$ cat src/hdl/nlp_pkg.sv
// ----------------------------------------------------------------------------
// nlp_pkg
// Types and sizes shared by the next-permutation pipeline.
// ----------------------------------------------------------------------------
package nlp_pkg;

    localparam int NUM_ELEMS  = 8;
    localparam int ELEM_WIDTH = 8;
    // width of the used_count field
    localparam int CNT_W      = 4;
    // position index and saturated count widths
    localparam int IDX_W      = $clog2(NUM_ELEMS);
    localparam int NCNT_W     = $clog2(NUM_ELEMS + 1);
    // room for count + pivot before subtracting the lane index
    localparam int SUM_W      = NCNT_W + 1;

    typedef logic signed [ELEM_WIDTH-1:0] elem_t;
    typedef elem_t elem_arr_t [NUM_ELEMS];

    // rightmost flagged position
    typedef struct packed {
        logic             found;
        logic [IDX_W-1:0] idx;
    } pick_t;

    // control for the output routing lanes
    typedef struct packed {
        logic             found;
        logic [IDX_W-1:0] pivot;
        logic [IDX_W-1:0] swp;
    } route_t;

endpackage

$ cat src/hdl/next_lexicographic_permutation_top.sv
// ----------------------------------------------------------------------------
// next_lexicographic_permutation_top
// Lexicographically next arrangement of up to eight signed elements.
// ----------------------------------------------------------------------------
// Input channel: item_valid/item_ready carry elem_0..elem_7 and used_count
// (values above eight act as eight). Output channel: result_valid/
// result_ready carry next_0..next_7 and has_next. One result per transfer.
// Three pipeline stages: rightmost ascent (pivot, seven lanes), rightmost
// element larger than the pivot (eight lanes), each with a merge, then the
// swap/reverse routing (eight lanes) into the output register, which drives
// result_valid; throughput is one item per cycle while nothing stalls.
// Each stage advances when the stage after it is empty or advancing, so a
// stalled receiver holds the output register and the pipeline fills behind
// it; item_ready drops only once all three stages hold items.
// Asynchronous reset (rst_n low) empties all stages; no result is shown
// until new items arrive. Payload registers are not reset.
// Elements beyond used_count pass through; has_next = 0 returns the input.
// ----------------------------------------------------------------------------
module next_lexicographic_permutation_top
    import nlp_pkg::*;
(
    input  logic                  clk,
    input  logic                  rst_n,
    input  logic                  item_valid,
    output logic                  item_ready,
    input  logic [ELEM_WIDTH-1:0] elem_0,
    input  logic [ELEM_WIDTH-1:0] elem_1,
    input  logic [ELEM_WIDTH-1:0] elem_2,
    input  logic [ELEM_WIDTH-1:0] elem_3,
    input  logic [ELEM_WIDTH-1:0] elem_4,
    input  logic [ELEM_WIDTH-1:0] elem_5,
    input  logic [ELEM_WIDTH-1:0] elem_6,
    input  logic [ELEM_WIDTH-1:0] elem_7,
    input  logic [CNT_W-1:0]      used_count,
    output logic                  result_valid,
    input  logic                  result_ready,
    output logic [ELEM_WIDTH-1:0] next_0,
    output logic [ELEM_WIDTH-1:0] next_1,
    output logic [ELEM_WIDTH-1:0] next_2,
    output logic [ELEM_WIDTH-1:0] next_3,
    output logic [ELEM_WIDTH-1:0] next_4,
    output logic [ELEM_WIDTH-1:0] next_5,
    output logic [ELEM_WIDTH-1:0] next_6,
    output logic [ELEM_WIDTH-1:0] next_7,
    output logic                  has_next
);

    elem_arr_t             in_e;
    logic [NCNT_W-1:0]     n_sat;
    logic [NUM_ELEMS-1:0]  asc;
    pick_t                 piv_pick;

    elem_arr_t             s1_e_reg;
    logic [NCNT_W-1:0]     s1_n_reg;
    pick_t                 s1_piv_reg;
    logic                  s1_valid_reg, s1_valid_next;

    elem_t                 piv_val;
    logic [NUM_ELEMS-1:0]  gt;
    pick_t                 swp_pick;

    elem_arr_t             s2_e_reg;
    logic [NCNT_W-1:0]     s2_n_reg;
    route_t                s2_ctl_reg;
    logic                  s2_valid_reg, s2_valid_next;

    elem_arr_t             routed;
    elem_arr_t             out_e_reg;
    logic                  out_has_reg;
    logic                  out_valid_reg, out_valid_next;

    logic                  en1, en2, en3;

    // stage enables: advance into a stage that is empty or moving on
    assign en3        = !out_valid_reg || result_ready;
    assign en2        = !s2_valid_reg || en3;
    assign en1        = !s1_valid_reg || en2;
    assign item_ready = en1;

    // input unpacking and count saturation
    assign in_e[0] = elem_0;
    assign in_e[1] = elem_1;
    assign in_e[2] = elem_2;
    assign in_e[3] = elem_3;
    assign in_e[4] = elem_4;
    assign in_e[5] = elem_5;
    assign in_e[6] = elem_6;
    assign in_e[7] = elem_7;
    assign n_sat   = (used_count > CNT_W'(NUM_ELEMS)) ? NCNT_W'(NUM_ELEMS)
                                                      : NCNT_W'(used_count);

    // stage 1 lanes: ascent at i when e[i] < e[i+1], both inside the count
    genvar gi;
    generate
        for (gi = 0; gi < NUM_ELEMS - 1; gi++)
        begin : g_asc
            nlp_cmp_lane u_asc (
                .a    (in_e[gi+1]),
                .b    (in_e[gi]),
                .en   (NCNT_W'(gi + 1) < n_sat),
                .flag (asc[gi])
            );
        end
    endgenerate
    assign asc[NUM_ELEMS-1] = 1'b0;

    nlp_pick u_piv_pick (
        .flags (asc),
        .pick  (piv_pick)
    );

    // stage 2 lanes: elements after the pivot that beat the pivot value
    assign piv_val = s1_e_reg[s1_piv_reg.idx];

    genvar gj;
    generate
        for (gj = 0; gj < NUM_ELEMS; gj++)
        begin : g_gt
            nlp_cmp_lane u_gt (
                .a    (s1_e_reg[gj]),
                .b    (piv_val),
                .en   (s1_piv_reg.found && (IDX_W'(gj) > s1_piv_reg.idx)
                       && (NCNT_W'(gj) < s1_n_reg)),
                .flag (gt[gj])
            );
        end
    endgenerate

    nlp_pick u_swp_pick (
        .flags (gt),
        .pick  (swp_pick)
    );

    // stage 3 lanes: swap and suffix reversal
    genvar gk;
    generate
        for (gk = 0; gk < NUM_ELEMS; gk++)
        begin : g_route
            nlp_route u_route (
                .lane_idx (IDX_W'(gk)),
                .elems    (s2_e_reg),
                .n        (s2_n_reg),
                .ctl      (s2_ctl_reg),
                .result   (routed[gk])
            );
        end
    endgenerate

    // stage occupancy
    assign s1_valid_next  = en1 ? item_valid   : s1_valid_reg;
    assign s2_valid_next  = en2 ? s1_valid_reg : s2_valid_reg;
    assign out_valid_next = en3 ? s2_valid_reg : out_valid_reg;

    always_ff @(posedge clk or negedge rst_n)
    begin
        if (!rst_n)
        begin
            s1_valid_reg  <= 1'b0;
            s2_valid_reg  <= 1'b0;
            out_valid_reg <= 1'b0;
        end
        else
        begin
            s1_valid_reg  <= s1_valid_next;
            s2_valid_reg  <= s2_valid_next;
            out_valid_reg <= out_valid_next;
        end
    end

    // payload registers
    always_ff @(posedge clk)
    begin
        if (en1)
        begin
            s1_e_reg   <= in_e;
            s1_n_reg   <= n_sat;
            s1_piv_reg <= piv_pick;
        end
        if (en2)
        begin
            s2_e_reg         <= s1_e_reg;
            s2_n_reg         <= s1_n_reg;
            s2_ctl_reg.found <= s1_piv_reg.found;
            s2_ctl_reg.pivot <= s1_piv_reg.idx;
            s2_ctl_reg.swp   <= swp_pick.idx;
        end
        if (en3)
        begin
            out_e_reg   <= routed;
            out_has_reg <= s2_ctl_reg.found;
        end
    end

    // output ports
    assign result_valid = out_valid_reg;
    assign has_next     = out_has_reg;
    assign next_0       = out_e_reg[0];
    assign next_1       = out_e_reg[1];
    assign next_2       = out_e_reg[2];
    assign next_3       = out_e_reg[3];
    assign next_4       = out_e_reg[4];
    assign next_5       = out_e_reg[5];
    assign next_6       = out_e_reg[6];
    assign next_7       = out_e_reg[7];

endmodule

$ cat src/hdl/nlp_cmp_lane.sv
// ----------------------------------------------------------------------------
// nlp_cmp_lane
// One compare lane: flags a position when it is in range and a > b (signed).
// ----------------------------------------------------------------------------
module nlp_cmp_lane
    import nlp_pkg::*;
(
    input  elem_t a,
    input  elem_t b,
    input  logic  en,
    output logic  flag
);

    // strict signed compare, so equal values never count
    assign flag = en && (a > b);

endmodule

$ cat src/hdl/nlp_pick.sv
// ----------------------------------------------------------------------------
// nlp_pick
// Merge stage: rightmost set flag among the lanes, with a found bit.
// ----------------------------------------------------------------------------
module nlp_pick
    import nlp_pkg::*;
(
    input  logic [NUM_ELEMS-1:0] flags,
    output pick_t                pick
);

    // later positions override earlier ones
    always_comb
    begin
        pick.found = |flags;
        pick.idx   = '0;
        for (int i = 0; i < NUM_ELEMS; i++)
        begin
            if (flags[i])
            begin
                pick.idx = IDX_W'(i);
            end
        end
    end

endmodule

$ cat src/hdl/nlp_route.sv
// ----------------------------------------------------------------------------
// nlp_route
// One output lane: picks the element that lands at this position after the
// pivot swap and the suffix reversal.
// ----------------------------------------------------------------------------
module nlp_route
    import nlp_pkg::*;
(
    input  logic [IDX_W-1:0]  lane_idx,
    input  elem_arr_t         elems,
    input  logic [NCNT_W-1:0] n,
    input  route_t            ctl,
    output elem_t             result
);

    logic             in_sfx;
    logic [SUM_W-1:0] src_sum;
    logic [IDX_W-1:0] src;

    // reversed suffix: position k takes slot n-1-(k-pivot-1) = n+pivot-k
    assign in_sfx  = ctl.found && (lane_idx > ctl.pivot) && (NCNT_W'(lane_idx) < n);
    assign src_sum = SUM_W'(n) + SUM_W'(ctl.pivot) - SUM_W'(lane_idx);
    assign src     = src_sum[IDX_W-1:0];

    // pivot takes the swap element; the swap slot holds the old pivot
    always_comb
    begin
        if (ctl.found && (lane_idx == ctl.pivot))
        begin
            result = elems[ctl.swp];
        end
        else if (in_sfx)
        begin
            result = (src == ctl.swp) ? elems[ctl.pivot] : elems[src];
        end
        else
        begin
            result = elems[lane_idx];
        end
    end

endmodule

$ cat config.mk
export PLATFORM = sky130hd
export DESIGN_NAME = next_lexicographic_permutation_top
export DESIGN_NICKNAME = d
export VERILOG_FILES = /design/src/hdl/nlp_pkg.sv /design/src/hdl/next_lexicographic_permutation_top.sv /design/src/hdl/nlp_cmp_lane.sv /design/src/hdl/nlp_pick.sv /design/src/hdl/nlp_route.sv
export SDC_FILE = /design/constraint.sdc
export NUM_CORES = 1
export LEC_CHECK = 0
export BUFFER_PORTS_ARGS = -buffer_cell sky130_fd_sc_hd__buf_4
export CAP_MARGIN = 20
export CORE_MARGIN = 5
export CORE_UTILIZATION = 55
export CTS_BUF_LIST = sky130_fd_sc_hd__clkbuf_16
export CTS_CLUSTER_DIAMETER = 150
export DETAILED_ROUTE_END_ITERATION = 12
export PLACE_DENSITY = 0.76
export SETUP_SLACK_MARGIN = 0.02
export SKIP_CTS_REPAIR_TIMING = 1
export SYNTH_ARGS = -nofsm -noshare
export SYNTH_HDL_FRONTEND = slang
export SYNTH_SLANG_ARGS = --single-unit
$ cat constraint.sdc
create_clock -name clk -period 5.45 [get_ports clk]
set_input_delay 1.3625 -clock clk [delete_from_list [all_inputs] [get_ports clk]]
set_output_delay 1.3625 -clock clk [all_outputs]
set_load 0.02 [all_outputs]
; After elaboration in Yosys (flattened, before gate mapping)
; Index checks and enable logic that the tools add are counted.
[word_totals]
ff_bits = 215
latch_bits = 0
mem_bits_rw = 0
rom_bits = 0
inputBits = 72
wordCells = 267
n_memories = 0
[op_classes]
n_addsub = 8
n_mul = 0
n_div = 0
magnitude_cmp = 63
n_eq_ne = 15
shift = 0
muxes = 69
n_bitwise = 11
n_reduce_logical = 63
[op_table]
columns = op, n
row1 = $mux 8, 46
row2 = $bmux 8 s3, 11
row3 = $gt 8x8->1, 14
row4 = $logic_and 1x1->1, 52
row5 = $lt 3x4->1 const A, 12
row6 = $ge 4x4->1 const B, 11
row7 = $not 3->4, 11
row8 = $eq 3x3->1, 8
row9 = $gt 3x3->1 const A, 8
row10 = $lt 2x4->1 const A, 6
row11 = $lt 1x4->1 const A, 4
row12 = $mux 2, 8
row13 = $eq 3x3->1 const A, 4
row14 = $gt 2x3->1 const A, 4
row15 = $sub 3x3->3 const B, 4
row16 = $gt 1x3->1 const A, 3
row17 = $reduce_or 7->1, 1
row18 = $eq 2x3->1 const A, 2
row19 = $sub 3x2->3 const B, 2
row20 = $gt 4x4->1 const B, 1
row21 = $mux 4, 1
row22 = $reduce_or 4->1, 1
row23 = $add 3x3->3, 1
row24 = $eq 1x3->1 const A, 1
row25 = other kinds (7), 13

; Depth between registers and ports, before layout
[depth]
word_depth = 12
ltp_mapped = 12
mapped_depth_nobuf = 9

; Cells and area by module
; From an unflattened synthesis, not the netlist that was laid out.
[unflattened]
cells_unflattened = 2243
hier_area_um2 = 30379.1
[modules_own_cells]
columns = mod, n_inst, cells_per_inst, area_each_um2, seq_area_each_um2
row1 = nlp_route (g_route[0].u_route ...), 4, 186, 2457.4, 0.0
row2 = nlp_route (g_route[4].u_route ...), 4, 186, 2452.4, 0.0
row3 = next_lexicographic_permutation_top, 1, 281, 7191.9, 6441.2
row4 = nlp_cmp_lane, 15, 30, 227.7, 0.0
row5 = nlp_pick, 2, 12, 66.3, 0.0

; Least setup slack after synthesis
; No wires, ideal clock.
[synth_path]
path_kind = input to output
startpoint = in result_ready
endpoint = out item_ready
arrival_time_ns = 3.613
setup_slack_ns = 0.474
stages = 1
n_path_buf = 0
path_cell_list = nand4b_1
[synth_between]
elab_chain_len = 3
[synth_lines]
columns = element, line
row1 = start: declaration, next_lexicographic_permutation_top.sv:36  ; input logic result_ready,
row2 = $logic_or 1x1->1, next_lexicographic_permutation_top.sv:75  ; assign en3 = !out_valid_reg || result_ready;
row3 = $logic_or 1x1->1, next_lexicographic_permutation_top.sv:76  ; assign en2 = !s2_valid_reg || en3;
row4 = $logic_or 1x1->1, next_lexicographic_permutation_top.sv:77  ; assign en1 = !s1_valid_reg || en2;
row5 = end: declaration, next_lexicographic_permutation_top.sv:25  ; output logic item_ready,
; Every way passes these cells.

; Worst setup path after layout
[layout_path]
startpoint = reg s1_piv_reg[1] (netlist name)
endpoint = reg s2_ctl_reg[1] (netlist name) (data pin)
[layout_between]
elab_chain_len = 10
elab_cells_between_ends = 39
cone_classes = order compare: 12 / mux: 7 / bitwise: 1 / reduce/logical: 19
[layout_lines]
columns = element, line
row1 = start: declaration, next_lexicographic_permutation_top.sv:55  ; pick_t s1_piv_reg;
row2 = start signal: assignment, next_lexicographic_permutation_top.sv:177  ; s1_piv_reg <= piv_pick;
row3 = $not 3->4 (not written as such), next_lexicographic_permutation_top.sv:113  ; assign piv_val = s1_e_reg[s1_piv_reg.idx];
row4 = $bmux 8 s3, next_lexicographic_permutation_top.sv:113
row5 = $mux 8 (not written as such) (2 in series), next_lexicographic_permutation_top.sv:113
row6 = $gt 8x8->1, nlp_cmp_lane.sv:15  ; assign flag = en && (a > b);
row7 = $logic_and 1x1->1, nlp_cmp_lane.sv:15
row8 = $mux 2 (4 in series), nlp_pick.sv:19  ; if (flags[i])
row9 = end: declaration, next_lexicographic_permutation_top.sv:64  ; route_t s2_ctl_reg;
; Parallel ways exist; a longest one is shown, timed or not. The select of a mux whose other input is x is not followed.
; A chain may end at the register's enable or synchronous reset.

==> out/metrics.yaml <==
layout:
  area_growth_pct: 13.9
  diodes: 0
  fin_nets: 1462
  drive_gt1_share_pct: 25.7
die:
  die_w_um: 175
  io_pins: 139
  std_cell_rows: 60
  start_util_pct: 55.8
  die_area_sq_um: 30700
  fp.dieH_um: 175
  coreArea_sq_um: 26900
clock_network:
  clk_path_buf_depth: 3
  numCtsBuffers: 23
  cts_tree: "built"
  cts_root_buffer: "clkbuf_16"
  clk_latency_ns: 0.52
  cts.reportedPaths.clkPinSlew_ns: 0.06
  clock_sinks: 215
  cts_max_level: 1
place:
  dpl_worst_slack_ns: 1.46
  gp_congestion: 1.01
  io_buffers: 138
  dp_hpwl_mm: 33.3
route:
  drtIter0Drc: 1276
  vias_per_cell: 6.85
  vias: 11200
  drcViolationCount: 0
  wl_per_cell_um: 26.8
  finalWirelength_mm: 43.6
  drt_pass1_iterations: 6
  ant_nets: 0
critical_path:
  start_kind: "flip-flop"
  critPathMaxFanout: 23
  worst-r2r-setup-slack_ns: 1.48
  crit_path_max_incr_delay_ns: 1.00
  reg2regPathDepth: 9
  crit_required_ns: 5.69
  timing.rr.start: "s1_piv_reg[1]$_SDFFCE_PP1P_"
  arrival_ns: 4.21
  cp_slowest_cell: "edfxtp_1"
  cp_cell_sequence: "mux4_2 > mux2i_1 > ha_1 > nand4_1 > nor2_1 > a2111oi_0 > nand3_1 > nand2_1 > o211ai_1"
  reg2reg_to: "s2_ctl_reg[1]$_SDFFCE_PP1P_"
  worstSetupPathType: "flip-flop to flip-flop"
  end_kind: "flip-flop"
sta:
  min_period_ns: 3.97
  setup_violations: 0
  fmax_ghz: 0.252
  hold_viol: 0
  worst_pin_slew_ns: 1.13
  holdWs_ns: 0.473
  rsz0062_at_grt: "no"
  setup_ws_ns: 1.48
  relSlewSlack_pct: 24.1
  fin_skew_ns: 0.00876
  finalCritPeriodShare_pct: 72.9
  slew_violations: 0
  fin_tns_setup_ns: 0
grt:
  grt_max_degree: 77
  grt_pass1_wl_mm: 66.2
  grt_antenna_before_repair: 0
  track_usage_pct: 28.2
  grt_overflow_total: 0
  grt_pass1_vias: 11000
logic_synthesis:
  synthDistinctLibCells: 62
  yosysTopAreaCellShare_pct: 42.4
  synth_common_cells: "edfxtp_1 (212), ha_1 (115), mux4_2 (112)"
  async_reset_ff_share_pct: 1.40
  synth.cell_area_sq_um: 15000
  synthTopCellsByArea: "edfxtp_1 (42%), mux4_2 (17%), ha_1 (9.6%)"
  yosysSeqAreaShare_pct: 42.9
  synth.avg_cell_area_sq_um: 13.1
  yosysWarnings: 0
  synth-edff-count: 212
  syn_nets: 1334
  synthesis.instances: 1146
  ys_ff_latch: 215
  synth-main-ff-cell: "edfxtp_1"
  synth_top_area_cell: "edfxtp_1"
  yosysMostFrequentCell: "edfxtp_1"
worst_hold_path:
  min_path_cells: 1
  worstHoldStart: "s1_valid_reg$_DFFE_PN0P_"
  hold_end: "s2_valid_reg$_DFFE_PN0P_"
  hold_path.class: "flip-flop to flip-flop"
job:
  drv_cap: 0
pwr:
  switching_share_pct: 39.7
  ir_worst_vdd_v: 0.000302
  sequentialPowerShare_pct: 29.6
  p_int_w: 0.00528
  p_per_area_nw_per_um2: 512
  power_frac_clock_pct: 16.7
  combPwrFrac_pct: 53.7
  power.leakage_nw: 7.10
  switching_power_w: 0.00347
run_status:
  outcome: "finished, final reports clean"
-- logic make-up after synthesis --
group                      synth area share (%)
and+or+nand+nor                            7.31
adders and majority gates                  9.72
xor gates and xnor gates                   1.11
muxes                                      25.1
buffers and inverters                      3.89
DFF                                        42.9
AOI/OAI and AO/OA                          9.97
-- worst max-delay path, delay by kind of cell (launching register included) --
family,cells,cell delay (ns)
AO/OA/AOI/OAI,2,0.57
adder cells (fa/ha/maj),1,0.39
flip-flops,1,1.00
multiplexers,2,1.26
AND/OR/NAND/NOR,4,0.45
-- cells in the final DEF, fill, tap and decap left out, drive strengths merged, types with 19 or more instances in the layout --
master,count
nor2,65
edfxtp,212
mux2i,109
ha,115
nand3,19
o21ai,27
nand2,28
nor2b,26
mux4,112
nand4,20
a221o,25
a21oi,63
inv,90
clkbuf,23
buf,160
-- per-layer routing --
metal	up-vias	share of wire, %	GRT usage, %
li1	4864	-	-
met1	5436	37	37.0
met2	696	48	45.9
met3	157	8.6	3.57
met4	0	6.6	15.7
met5	-	0	0
-- through the flow --
stage / power (W) / cell area, sq um / instances / utilization [%]
after floorplan: 0.00595 / 15000 / 1146 / -
after global placement: 0.00715 / 16400 / 1589 / 61.0
after detailed placement: 0.00725 / 16400 / 1590 / 61.0
after CTS: 0.00872 / 17100 / 1629 / 63.6
after global routing: 0.00920 / 17100 / 1629 / 63.6
final: 0.00875 / 17100 / 1629 / 63.6
-- power groups by stage --
stage / clock network (W) / logic (W) / registers [W]
after floorplan: 0 / 0.00331 / 0.00264
after global placement: 0 / 0.00456 / 0.00259
after detailed placement: 0 / 0.00464 / 0.00261
after CTS: 0.00149 / 0.00466 / 0.00257
after global routing: 0.00156 / 0.00503 / 0.00261
final: 0.00146 / 0.00470 / 0.00259
-- worst max path at each step --
stage	from	end	slack, ns	depth (start not counted)
floorplan	result_ready	item_ready	0.47	1
global placement	elem_6[7]	s1_piv_reg[3]$_DFFE_PP_	1.54	8
detailed placement	elem_6[7]	s1_piv_reg[3]$_DFFE_PP_	1.46	8
CTS	s1_piv_reg[1]$_SDFFCE_PP1P_	s2_ctl_reg[1]$_SDFFCE_PP1P_	1.63	9
global route	s1_piv_reg[1]$_SDFFCE_PP1P_	s2_ctl_reg[1]$_SDFFCE_PP1P_	1.35	9
finish	s1_piv_reg[1]$_SDFFCE_PP1P_	s2_ctl_reg[1]$_SDFFCE_PP1P_	1.48	9
-- layout make-up --
type	instances	area, sq um
timing repair buffer	160	1210
fill	2043	9780
tap	341	427
clock inverter	16	119
sequential	215	6440
multi-input combinational	789	8000
clock buffer	23	576
inverter	85	319
No activity file was read; power rests on OpenSTA's default activity.
